**config.mk**
```make
export PLATFORM = sky130hd
export DESIGN_NAME = sync_length_checksum_deframer_core
export DESIGN_NICKNAME = d
export VERILOG_FILES = /design/src/hw/rtl/slcd_pkg.sv /design/src/hw/rtl/sync_length_checksum_deframer_core.sv /design/src/hw/rtl/slcd_deframe.sv /design/src/hw/rtl/slcd_res_queue.sv
export SDC_FILE = /design/constraint.sdc
export NUM_CORES = 1
export LEC_CHECK = 0
export ABC_AREA = 0
export ABC_CLOCK_PERIOD_IN_PS = 7300
export BUFFER_PORTS_ARGS = -buffer_cell sky130_fd_sc_hd__buf_2
export CORE_UTILIZATION = 45
export CTS_BUF_LIST = sky130_fd_sc_hd__clkbuf_16
export CTS_CLUSTER_DIAMETER = 30
export CTS_CLUSTER_SIZE = 40
export DETAILED_ROUTE_END_ITERATION = 10
export GPL_ROUTABILITY_DRIVEN = 0
export HOLD_SLACK_MARGIN = 0.03
export PLACE_DENSITY_LB_ADDON = 0.1
export SETUP_SLACK_MARGIN = 0.4
export SLEW_MARGIN = 15
export SYNTH_ARGS = -nofsm -noshare
export SYNTH_HDL_FRONTEND = slang
export SYNTH_SLANG_ARGS = --single-unit
```
**constraint.sdc**
```tcl
create_clock -name clk_i -period 7.3 [get_ports clk_i]
set_clock_uncertainty 0.15 [all_clocks]
set_input_delay 0.365 -clock clk_i [delete_from_list [all_inputs] [get_ports clk_i]]
set_output_delay 0.365 -clock clk_i [all_outputs]
set_load 0.02 [all_outputs]
```
**src/hw/rtl/slcd_pkg.sv**
```systemverilog
// Shared types and constants of the sync, length and checksum deframer.
`default_nettype none

package slcd_pkg;

  // Widths of the fixed payload fields.
  localparam int unsigned ByteW   = 8;
  localparam int unsigned StatusW = 2;
  localparam int unsigned CfgIdxW = 2;
  localparam int unsigned LenW    = 32;

  // Default width of the frame byte counter.
  localparam int unsigned CountWidthDefault = 16;

  // Result queue depth and the most results one request can cause.
  localparam int unsigned ResDepth   = 4;
  localparam int unsigned ResPtrW    = $clog2(ResDepth);
  localparam int unsigned ResCntW    = $clog2(ResDepth + 1);
  localparam int unsigned MaxResults = 2;

  // Configuration register indexes.
  localparam logic [CfgIdxW-1:0] CfgSyncFirst  = 2'd0;
  localparam logic [CfgIdxW-1:0] CfgSyncSecond = 2'd1;

  // Reset values of the sync pair.
  localparam logic [ByteW-1:0] SyncFirstReset  = 8'hF3;
  localparam logic [ByteW-1:0] SyncSecondReset = 8'hFC;

  // Shortest legal frame: sync pair, two command bytes, four length bytes and one more.
  localparam logic [LenW-1:0] MinFrameLen = 32'd9;

  // Frame status carried by each result.
  typedef enum logic [StatusW-1:0] {
    StProgress = 2'd0,
    StGood     = 2'd1,
    StChecksum = 2'd2,
    StLength   = 2'd3
  } status_e;

  // Deframer phase, one-hot.
  typedef enum logic [2:0] {
    PhHunt   = 3'b001,
    PhHeader = 3'b010,
    PhBody   = 3'b100
  } phase_e;

  // One result item.
  typedef struct packed {
    logic [ByteW-1:0] data;
    logic             start;
    logic             last;
    status_e          status;
  } res_t;

  // Results produced by one request, handed to the result queue.
  typedef struct packed {
    logic [1:0] num;
    res_t       first;
    res_t       second;
  } res_push_t;

endpackage

`default_nettype wire

```
**src/hw/rtl/sync_length_checksum_deframer_core.sv**
```systemverilog
// Top level of the sync, length and checksum deframer.
`default_nettype none

// The deframer takes one received byte per request and hunts for the configured
// two-byte sync pair. A frame is the sync pair, two command bytes, a four-byte
// big-endian total length and body bytes up to that length; every frame byte is
// passed out as it arrives, the first sync byte marked with start and the final
// byte marked with last and a status: good when the 8-bit sum of all frame bytes
// is zero, checksum error otherwise, or length error on the last length byte when
// the length is below 9 or beyond the byte counter. Bytes outside a frame give no
// output. A byte is registered on acceptance and parsed in the next cycle, when
// its results are written into the result queue, from which the first of them
// can be taken at the output. While the output is not stalled, one byte per
// cycle is sustained, apart from a stall after each sync pair. A detected sync
// pair yields two results from one byte, which a four-entry result queue
// absorbs; the input stalls only when that queue could not take the results of
// the byte already registered plus those of a new one. The user must write
// configuration only while no frame is in flight; the block does not enforce it.
module sync_length_checksum_deframer_core
  import slcd_pkg::*;
#(
  parameter int unsigned COUNT_WIDTH = CountWidthDefault
) (
  input  wire logic               clk_i,
  input  wire logic               rst_ni,
  input  wire logic               cfg_we_i,
  input  wire logic [CfgIdxW-1:0] cfg_idx_i,
  input  wire logic [ByteW-1:0]   cfg_wdata_i,
  input  wire logic               rx_valid_i,
  output logic                    rx_stall_o,
  input  wire logic [ByteW-1:0]   rx_byte_i,
  output logic                    frame_valid_o,
  input  wire logic               frame_stall_i,
  output logic [ByteW-1:0]        frame_byte_o,
  output logic                    frame_start_o,
  output logic                    frame_last_o,
  output logic [StatusW-1:0]      frame_status_o
);

  logic [ByteW-1:0]   sync_first_q;
  logic [ByteW-1:0]   sync_second_q;
  logic               req_valid_q;
  logic [ByteW-1:0]   req_byte_q;
  logic               rx_accept;
  res_push_t          push;
  res_t               head;
  logic [ResCntW-1:0] res_count;
  logic [ResCntW:0]   res_need;

  // Configuration registers.
  always_ff @(posedge clk_i or negedge rst_ni) begin
    if (!rst_ni) begin
      sync_first_q  <= SyncFirstReset;
      sync_second_q <= SyncSecondReset;
    end else if (cfg_we_i) begin
      if (cfg_idx_i == CfgSyncFirst) begin
        sync_first_q <= cfg_wdata_i;
      end
      if (cfg_idx_i == CfgSyncSecond) begin
        sync_second_q <= cfg_wdata_i;
      end
    end
  end

  // Accept only when the queue holds room for the registered and the new request.
  assign res_need   = (ResCntW + 1)'(res_count) + (ResCntW + 1)'(push.num)
                    + (ResCntW + 1)'(MaxResults);
  assign rx_stall_o = (res_need > (ResCntW + 1)'(ResDepth));
  assign rx_accept  = rx_valid_i && !rx_stall_o;

  // Input register.
  always_ff @(posedge clk_i or negedge rst_ni) begin
    if (!rst_ni) begin
      req_valid_q <= 1'b0;
    end else begin
      req_valid_q <= rx_accept;
    end
  end

  always_ff @(posedge clk_i) begin
    if (rx_accept) begin
      req_byte_q <= rx_byte_i;
    end
  end

  // Frame parser.
  slcd_deframe #(
    .COUNT_WIDTH(COUNT_WIDTH)
  ) u_deframe (
    .clk_i        (clk_i),
    .rst_ni       (rst_ni),
    .req_valid_i  (req_valid_q),
    .req_byte_i   (req_byte_q),
    .sync_first_i (sync_first_q),
    .sync_second_i(sync_second_q),
    .push_o       (push)
  );

  // Result queue.
  slcd_res_queue u_res_queue (
    .clk_i  (clk_i),
    .rst_ni (rst_ni),
    .push_i (push),
    .valid_o(frame_valid_o),
    .pop_i  (!frame_stall_i),
    .head_o (head),
    .count_o(res_count)
  );

  assign frame_byte_o   = head.data;
  assign frame_start_o  = head.start;
  assign frame_last_o   = head.last;
  assign frame_status_o = head.status;

endmodule

`default_nettype wire

```
**src/hw/rtl/slcd_deframe.sv**
```systemverilog
// Frame parser: sync hunt, header decode, byte count and running checksum.
`default_nettype none

module slcd_deframe
  import slcd_pkg::*;
#(
  parameter int unsigned COUNT_WIDTH = CountWidthDefault
) (
  input  wire logic             clk_i,
  input  wire logic             rst_ni,
  input  wire logic             req_valid_i,
  input  wire logic [ByteW-1:0] req_byte_i,
  input  wire logic [ByteW-1:0] sync_first_i,
  input  wire logic [ByteW-1:0] sync_second_i,
  output res_push_t             push_o
);

  phase_e                 phase_q, phase_d;
  logic [ByteW-1:0]       prev_q, prev_d;
  logic                   prev_valid_q, prev_valid_d;
  logic [2:0]             hcnt_q, hcnt_d;
  logic [LenW-1:0]        len_q, len_d;
  logic [COUNT_WIDTH-1:0] cnt_q, cnt_d;
  logic [ByteW-1:0]       sum_q, sum_d;
  logic [LenW-1:0]        len_shift;
  logic                   len_bad;
  logic                   is_sync;

  // Length field with the current byte shifted in, and its range check.
  assign len_shift = {len_q[LenW-ByteW-1:0], req_byte_i};
  assign len_bad   = (len_shift < MinFrameLen) || ((len_shift >> COUNT_WIDTH) != '0);
  assign is_sync   = prev_valid_q && (prev_q == sync_first_i) && (req_byte_i == sync_second_i);

  // Next state and results of the request in the input register.
  always_comb begin
    phase_d      = phase_q;
    prev_d       = prev_q;
    prev_valid_d = prev_valid_q;
    hcnt_d       = hcnt_q;
    len_d        = len_q;
    cnt_d        = cnt_q;
    sum_d        = sum_q;
    push_o       = '0;
    push_o.first.status  = StProgress;
    push_o.second.status = StProgress;
    if (req_valid_i) begin
      case (phase_q)
        PhHunt: begin
          if (is_sync) begin
            push_o.num          = 2'd2;
            push_o.first.data   = sync_first_i;
            push_o.first.start  = 1'b1;
            push_o.second.data  = req_byte_i;
            phase_d      = PhHeader;
            hcnt_d       = '0;
            len_d        = '0;
            cnt_d        = COUNT_WIDTH'(2);
            sum_d        = sync_first_i + req_byte_i;
            prev_valid_d = 1'b0;
            prev_d       = '0;
          end else begin
            prev_d       = req_byte_i;
            prev_valid_d = 1'b1;
          end
        end
        PhHeader: begin
          sum_d             = sum_q + req_byte_i;
          cnt_d             = cnt_q + COUNT_WIDTH'(1);
          hcnt_d            = hcnt_q + 3'd1;
          push_o.num        = 2'd1;
          push_o.first.data = req_byte_i;
          if (hcnt_q >= 3'd2) begin
            len_d = len_shift;
          end
          // The last length byte decides whether the frame goes on.
          if (hcnt_q == 3'd5) begin
            if (len_bad) begin
              push_o.first.last   = 1'b1;
              push_o.first.status = StLength;
              phase_d      = PhHunt;
              prev_valid_d = 1'b0;
              prev_d       = '0;
              hcnt_d       = '0;
              len_d        = '0;
              cnt_d        = '0;
              sum_d        = '0;
            end else begin
              phase_d = PhBody;
            end
          end
        end
        PhBody: begin
          sum_d             = sum_q + req_byte_i;
          cnt_d             = cnt_q + COUNT_WIDTH'(1);
          push_o.num        = 2'd1;
          push_o.first.data = req_byte_i;
          if (cnt_d == len_q[COUNT_WIDTH-1:0]) begin
            push_o.first.last   = 1'b1;
            push_o.first.status = (sum_d == '0) ? StGood : StChecksum;
            phase_d      = PhHunt;
            prev_valid_d = 1'b0;
            prev_d       = '0;
            hcnt_d       = '0;
            len_d        = '0;
            cnt_d        = '0;
            sum_d        = '0;
          end
        end
        default: begin
          phase_d = PhHunt;
        end
      endcase
    end
  end

  // State registers.
  always_ff @(posedge clk_i or negedge rst_ni) begin
    if (!rst_ni) begin
      phase_q      <= PhHunt;
      prev_q       <= '0;
      prev_valid_q <= 1'b0;
      hcnt_q       <= '0;
      len_q        <= '0;
      cnt_q        <= '0;
      sum_q        <= '0;
    end else begin
      phase_q      <= phase_d;
      prev_q       <= prev_d;
      prev_valid_q <= prev_valid_d;
      hcnt_q       <= hcnt_d;
      len_q        <= len_d;
      cnt_q        <= cnt_d;
      sum_q        <= sum_d;
    end
  end

endmodule

`default_nettype wire

```
**src/hw/rtl/slcd_res_queue.sv**
```systemverilog
// Small result queue that takes up to two results a cycle and gives one when popped.
`default_nettype none

module slcd_res_queue
  import slcd_pkg::*;
(
  input  wire logic               clk_i,
  input  wire logic               rst_ni,
  input  wire res_push_t          push_i,
  output logic                    valid_o,
  input  wire logic               pop_i,
  output res_t                    head_o,
  output logic [ResCntW-1:0]      count_o
);

  res_t                entry_q [ResDepth];
  logic [ResPtrW-1:0]  wr_ptr_q, wr_ptr_d;
  logic [ResPtrW-1:0]  rd_ptr_q, rd_ptr_d;
  logic [ResCntW-1:0]  count_q, count_d;
  logic                pop;
  logic [ResPtrW-1:0]  wr_ptr_next;

  assign valid_o     = (count_q != '0);
  assign pop         = pop_i && valid_o;
  assign head_o      = entry_q[rd_ptr_q];
  assign count_o     = count_q;
  assign wr_ptr_next = wr_ptr_q + ResPtrW'(1);

  // Pointer and fill count update.
  always_comb begin
    wr_ptr_d = wr_ptr_q + ResPtrW'(push_i.num);
    rd_ptr_d = pop ? (rd_ptr_q + ResPtrW'(1)) : rd_ptr_q;
    count_d  = count_q + ResCntW'(push_i.num) - ResCntW'(pop);
  end

  always_ff @(posedge clk_i or negedge rst_ni) begin
    if (!rst_ni) begin
      wr_ptr_q <= '0;
      rd_ptr_q <= '0;
      count_q  <= '0;
    end else begin
      wr_ptr_q <= wr_ptr_d;
      rd_ptr_q <= rd_ptr_d;
      count_q  <= count_d;
    end
  end

  // Entry storage: the first result at the write pointer, the second just after it.
  always_ff @(posedge clk_i) begin
    if (push_i.num != 2'd0) begin
      entry_q[wr_ptr_q] <= push_i.first;
    end
    if (push_i.num == 2'd2) begin
      entry_q[wr_ptr_next] <= push_i.second;
    end
  end

endmodule

`default_nettype wire

```
# Word level (Yosys, flattened, before mapping)
# Memory sizes are Yosys's and may differ from the RTL's.
# Cells that the tools add are included.
# Widths: inputs -> output; s select.
# op_classes
add_sub_neg	11
div_mod_pow	0
muxes	51
n_shift	0
mul	0
n_reduce_logical	20
magnitude_cmp	3
bitwise_logic	0
eq_ne	13
# ops
op	count
$mux 32	5
$pmux 32 s3	1
$mux 8	10
$mux 16	4
$pmux 16 s3	1
$pmux 8 s3	2
$mux 3	11
$lt 32x4->1 const B	1
$reduce_bool 32->1	1
$mux 22	1
$pmux 10 s2	1
$pmux 3 s3	2
$add 16x1->16 const B	1
$add 8x8->8	2
$eq 16x16->1	1
$eq 8x8->1	2
$mux 11	1
$mux 1	9
$logic_not 8->1	1
$ne 2x1->1 const B	4
$reduce_and 4->1	2
$eq 3x3->1 const B	2
$pmux 3 s2	1
$reduce_bool 3->1	2
other kinds (24)	30
# totals
out_inout_bits	14
n_memories	1
rom_bits	0
latchBits	0
regBits	103
ram_bits	48
input_bits	23
# mem_list
memory	depth	width	rd	rd_ports_with_merged_regs	write_ports	line	text
u_res_queue.entry_q	4	12	1	0	2	slcd_res_queue.sv:16	res_t entry_q [ResDepth];

# Longest topological paths before layout
# depth
word_depth	11
ltp_mapped	14
ltp_nobuf	12

# Hierarchy
# Synthesis repeated with hierarchy kept, for this count alone.
# hier_totals
hier_cells	730
hier_area_um2	8490.6
# by_module_without_submodules
module	seq_area_each_um2	area_each_um2	instances	cells_per_inst
slcd_deframe	1577.8	4673.2	1	517
slcd_res_queue	1616.6	2830.2	1	158
sync_length_checksum_deframer_core	680.7	987.2	1	55

# Worst setup path before layout
# OpenSTA, ideal clock, no wires.
# synth_timing
path_type	register to register
startpoint	register req_byte_q[7]
endpoint	register req_byte_q[0] (enable)
setup_time_ps	373
arrival_ps	3603
path_slack_ps	3174
n_path_buf	2
synth_period_minus_slack_ps	4126
path_stages_with_launch	15
cell_sequence	edfxtp_1 clkbuf_1 xor2_1 nor4_1 nand4_1 nor4_1 clkbuf_1 nand2_1 ha_1 inv_1 ha_1 fa_1 o21ai_0 nand2b_1 nor2_1
# synth_between
elab_chain_cells	10
# synth_lines
item	line	text
from (decl)	sync_length_checksum_deframer_core.sv:43	logic [ByteW-1:0] req_byte_q;
from (signal assigned)	sync_length_checksum_deframer_core.sv:82	req_byte_q <= rx_byte_i;
$eq 8x8->1	slcd_deframe.sv:32	assign is_sync = prev_valid_q && (prev_q == sync_first_i) && (req_byte_i == sync_second_i);
$logic_and 1x1->1	slcd_deframe.sv:32	
$mux 11	slcd_deframe.sv:49	if (is_sync) begin
$pmux 10 s2	slcd_deframe.sv:47	case (phase_q)
$mux 22	slcd_deframe.sv:46	if (req_valid_i) begin
$add 3x2->4	sync_length_checksum_deframer_core.sv:66	assign res_need = (ResCntW + 1)'(res_count) + (ResCntW + 1)'(push.num)
$add 4x2->4	sync_length_checksum_deframer_core.sv:67	+ (ResCntW + 1)'(MaxResults);
$gt 4x3->1	sync_length_checksum_deframer_core.sv:68	assign rx_stall_o = (res_need > (ResCntW + 1)'(ResDepth));
via rx_stall_o	sync_length_checksum_deframer_core.sv:30	output logic rx_stall_o,
$logic_not 1->1	sync_length_checksum_deframer_core.sv:69	assign rx_accept = rx_valid_i && !rx_stall_o;
$logic_and 1x1->1	sync_length_checksum_deframer_core.sv:69	
via rx_accept	sync_length_checksum_deframer_core.sv:44	logic rx_accept;
# The timed path passes the listed nets, and every way through them passes these cells.
# A chain may end at the register's enable or synchronous reset.

# Worst setup path in the final report
# layout_timing
startpoint	register req_byte_q[5]
endpoint	register req_byte_q[4] (enable)
# layout_between
elab_chain_cells	10
# layout_lines
item	line
$eq 8x8->1	slcd_deframe.sv:32
$logic_and 1x1->1	slcd_deframe.sv:32
$mux 11	slcd_deframe.sv:49
$pmux 10 s2	slcd_deframe.sv:47
$mux 22	slcd_deframe.sv:46
$add 3x2->4	sync_length_checksum_deframer_core.sv:66
$add 4x2->4	sync_length_checksum_deframer_core.sv:67
$gt 4x3->1	sync_length_checksum_deframer_core.sv:68
$logic_not 1->1	sync_length_checksum_deframer_core.sv:69
$logic_and 1x1->1	sync_length_checksum_deframer_core.sv:69
via rx_accept	sync_length_checksum_deframer_core.sv:44
# The timed path passes the listed nets, and every way through them passes these cells.

==> impl_summary.txt <==
----------------------------------------------------
[Outcome]
  Outcome ... finished, final reports clean

[Finish]
  Antenna diode instance count ... 0
  Fillers ... 1488
  Non-filler instance count after layout ... 967
  Area of combinational cells with multiple inputs ... 3750 µm²
  Area added between synthesis and finish ... 13.9%
  Final net count ... 786
  Final standard cell area without fillers ... 8810 µm²
  Share of layout cells above drive strength 1 ... 17.4%
  Register area ... 3710 µm²

[Setup path]
  Register-to-register setup slack ... 3.07 ns
  Worst Path Max Fanout ... 9
  Arrival time of data at the critical path endpoint ... 4.15 ns
  WP data required ... 7.21 ns
  Capturing element type of the critical path ... flop
  CP Class ... flop to flop
  Reg2Reg Capture Point ... req_byte_q[4]$_DFFE_PP_
  Critical Path Start Type ... flop
  Startpoint of the lowest-slack register-to-register path ... req_byte_q[5]$_DFFE_PP_
  Worst reg-to-reg path cell count ... 12

[Power]
  Static Leakage ... 3.58 nW
  Power density of the placed cells ... 366 nW/µm²
  Peak VDD IR ... 0.218 mV

[Detailed routing]
  Wire length per cell after detailed routing ... 20.3 µm
  Via total after detailed routing ... 5876
  Number of violations reported at the end of detailed-routing iteration 0 ... 394
  Number of search-and-repair iterations in the first detailed-routing pass ... 5
  Overall routed net length ... 19700 µm
  Drt via density ... 6.08
  DRC violations left ... 0
  Residual antenna-violating net count after detailed routing ... 0

[Floorplan]
  Core outline area ... 16700 µm²
  Boundary pin count ... 37
  Die height ... 133 µm
  Die X ... 133 µm
  Die Outline Area ... 17700 µm²
  Number of rows in the core area ... 47
  Initial Utilization ... 46.3%

[Timing]
  Count of final max-slew check failures ... 0
  Relative slew slack ... 25.9%
  Minimum period implied by the final worst setup slack ... 4.23 ns
  Final setup TNS ... 0 ns
  Hold slack final ... 0.0322 ns
  Achievable frequency ... 236 MHz
  Final number of setup-violating endpoints ... 0
  Final hold viol count ... 0
  Setup repair after global routing missed its margin ... false
  Fin worst setup slack ... 3.07 ns
  Crit share post-route ... 58.0%
  Worst Max-Slew Pin Slew ... 1.10 ns

[Global route]
  Aggregate global-route resource usage ... 23.3%
  Global-route wire length before repair ... 31600 µm
  Pin count of the biggest net entering global routing ... 63
  Grt ovf ... 0
  Via count of the first global-routing pass ... 5785
  Number of antenna violations at the first check in global routing ... 0

[Synth]
  Summed instance area of the synthesized netlist ... 7730 µm²
  Number of distinct standard cells referenced by the synthesized netlist ... 73
  Number of synthesized flops with an enable pin ... 40
  Synth Net Count ... 753
  Register area share after synthesis ... 48.0%
  Ys async rst share ... 60.8%
  Ys Warns ... 0
  Top area cells in the synthesized netlist ... sky130_fd_sc_hd__dfrtp_1 24%, sky130_fd_sc_hd__edfxtp_1 16%, sky130_fd_sc_hd__a22o_1 5.1%
  Predominant post-synthesis flop cell ... sky130_fd_sc_hd__dfrtp_1
  Yosys reg bits ... 143
  Cell count after synthesis ... 701
  Area share of the largest cell type after synthesis ... 23.9%
  Avg Inst Size Synth ... 11.0 µm²
  Cell taking the most area after synthesis ... sky130_fd_sc_hd__dfrtp_1

[CTS]
  TritonCTS clock tree ... yes
  Number of clock buffers inserted by TritonCTS ... 17
  H-tree depth ... 4
  Clock sink count ... 143
  Clock root buffer master ... sky130_fd_sc_hd__clkbuf_16
  Clock buffer depth ... 2
  Post-CTS clock slew at the launch and capture registers of the worst setup and hold paths ... 0.06 ns
  Clock latency on the worst-skew pair ... 0.43 ns

[Placement]
  Number of instances in the placed design ... 920
  Placed wire-length estimate ... 13600 µm
  Placed standard-cell area ... 8060 µm²
  Count of buffers from port buffering ... 36
  Worst setup slack before clock tree synthesis ... 3.15 ns

[Min path]
  Hold path start ... cfg_wdata_i[6]
  Hold path endpoint ... sync_second_q[6]$_DFFE_PN1P_
  Hold Path Class ... input port to flop
  Cell count of the worst hold path ... 2

[Job]
  Maximum Capacitance Violations ... 0

----------------------------------------------------
[per-layer routing]
metal / track usage (%) / routed length [µm]
met5: 0 / 0
met2: 35.0 / 9000
met1: 32.5 / 8930
met3: 6.28 / 1450
met4: 8.02 / 279
[worst max path at each step]
stage | from | endpoint | slack, ns | depth (start not counted)
floorplan | req_byte_q[7]$_DFFE_PP_ | req_byte_q[0]$_DFFE_PP_ | 3.17 | 14
global placement | req_byte_q[5]$_DFFE_PP_ | req_byte_q[5]$_DFFE_PP_ | 3.28 | 12
detailed placement | req_byte_q[2]$_DFFE_PP_ | req_byte_q[5]$_DFFE_PP_ | 3.15 | 12
CTS | req_byte_q[2]$_DFFE_PP_ | rx_stall_o | 3.12 | 12
global route | req_byte_q[5]$_DFFE_PP_ | req_byte_q[2]$_DFFE_PP_ | 2.73 | 12
finish | req_byte_q[5]$_DFFE_PP_ | req_byte_q[4]$_DFFE_PP_ | 3.07 | 12
[critical path, stage by stage (launching register included)]
cell,delay [ns]
sky130_fd_sc_hd__edfxtp_1,0.55
sky130_fd_sc_hd__xor2_1,0.21
sky130_fd_sc_hd__nor4_1,0.34
sky130_fd_sc_hd__nand4_1,0.26
sky130_fd_sc_hd__nor4_2,0.25
sky130_fd_sc_hd__nand2_1,0.19
sky130_fd_sc_hd__ha_1,0.36
sky130_fd_sc_hd__inv_1,0.07
sky130_fd_sc_hd__ha_1,0.22
sky130_fd_sc_hd__fa_1,0.43
sky130_fd_sc_hd__o21ai_0,0.08
sky130_fd_sc_hd__nand2b_1,0.09
sky130_fd_sc_hd__nor2_1,0.66
[state kept, by name (all words and copies together) (netlist names)]
name                    flops
u_res_queue.count_o         3
u_deframe.phase_q           3
sync_first_q                8
u_deframe.prev_q            8
req_byte_q                  8
req_valid_q                 1
u_res_queue.rd_ptr_q        2
u_deframe.sum_q             8
u_res_queue.entry_q        48
u_deframe.prev_valid_q      1
u_deframe.len_q            24
u_deframe.hcnt_q            3
u_res_queue.wr_ptr_q        2
sync_second_q               8
u_deframe.cnt_q            16
[cells in the final DEF (no fill, tap or decap), drive strengths merged, types with 4 or more instances in the layout]
cell / netlist / routed
ha: 25 / 25
dfrtp: 74 / 74
mux4: 12 / 12
xnor2: 24 / 24
clkbuf: 24 / 17
inv: 24 / 32
nand3: 38 / 38
xor2: 29 / 29
o21ai: 40 / 40
a21oi: 16 / 16
buf: 19 / 42
fa: 4 / 4
dlygate4sd3: 0 / 15
nor2b: 8 / 8
edfxtp: 40 / 40
a21o: 13 / 13
a22o: 45 / 45
nor3b: 7 / 7
o221ai: 5 / 5
nand2: 38 / 38
dfxtp: 16 / 16
dfstp: 13 / 13
nand3b: 7 / 7
o21a: 9 / 9
nor2: 25 / 25
nor3: 15 / 15
o22ai: 35 / 35
mux2: 16 / 16
nand2b: 6 / 6
nand4: 9 / 9
nor4: 18 / 18
and3: 4 / 4
[metrics by stage]
step	util [%]	total power, mW
detailed placement	48.2	2.33
finish	52.8	3.22
global placement	48.2	2.29
global route	52.8	3.42
floorplan	-	2.01
CTS	52.8	3.23
[cell families after synthesis]
kind of cell	share of synthesized area [%]
compound gates	17.4
xor+xnor	6.00
fa+ha+maj	5.08
buf+inv	3.59
flops	48.0
mux	5.95
simple gates	13.9
[area by class of cell]
cell class | instances | share of cell area (%)
Timing Repair Buffer | 57 | 4.29
Inverter | 24 | 1.02
Clock buffer | 17 | 4.83
Sequential cell | 143 | 42.2
Tap cell | 220 | 3.12
Clock inverter | 15 | 2.02
Multi-Input combinational cell | 491 | 42.6
[report_power, final]
part	leakage, nW	internal, mW	switching (mW)
Sequential	1.59	0.993	0.211
Clock	0.292	0.516	0.378
Combinational	1.70	0.476	0.648
[cell usage after synthesis (4+ instances only)]
cell type                  number
sky130_fd_sc_hd__nor2_1        25
sky130_fd_sc_hd__mux2_2        16
sky130_fd_sc_hd__o21ai_0       36
sky130_fd_sc_hd__a22o_1        45
sky130_fd_sc_hd__nor3_1        15
sky130_fd_sc_hd__o21a_1         9
sky130_fd_sc_hd__o21ai_1        4
sky130_fd_sc_hd__nor4_1        16
sky130_fd_sc_hd__dfxtp_1       16
sky130_fd_sc_hd__buf_1          4
sky130_fd_sc_hd__buf_2         12
sky130_fd_sc_hd__and3_1         4
sky130_fd_sc_hd__o22ai_1       35
sky130_fd_sc_hd__nand2_1       38
sky130_fd_sc_hd__a21oi_1       15
sky130_fd_sc_hd__nand4_1        7
sky130_fd_sc_hd__nor3b_1        6
sky130_fd_sc_hd__dfrtp_1       74
sky130_fd_sc_hd__nand3_1       37
sky130_fd_sc_hd__ha_1          25
sky130_fd_sc_hd__xnor2_1       24
sky130_fd_sc_hd__a21o_1        13
sky130_fd_sc_hd__xor2_1        29
sky130_fd_sc_hd__dfstp_2       13
sky130_fd_sc_hd__clkbuf_1      24
sky130_fd_sc_hd__mux4_2        12
sky130_fd_sc_hd__nand2b_1       6
sky130_fd_sc_hd__inv_1         24
sky130_fd_sc_hd__fa_1           4
sky130_fd_sc_hd__nor2b_1        8
sky130_fd_sc_hd__nand3b_1       7
sky130_fd_sc_hd__o221ai_1       5
sky130_fd_sc_hd__edfxtp_1      40
[repair_timing]
item	4_1_cts	5_1_grt
endpoints found under the hold margin	42	0
setup buffers	0	0
hold buffers	15	0
gates resized for setup	0	0
(Power assumes the default switching activity.)
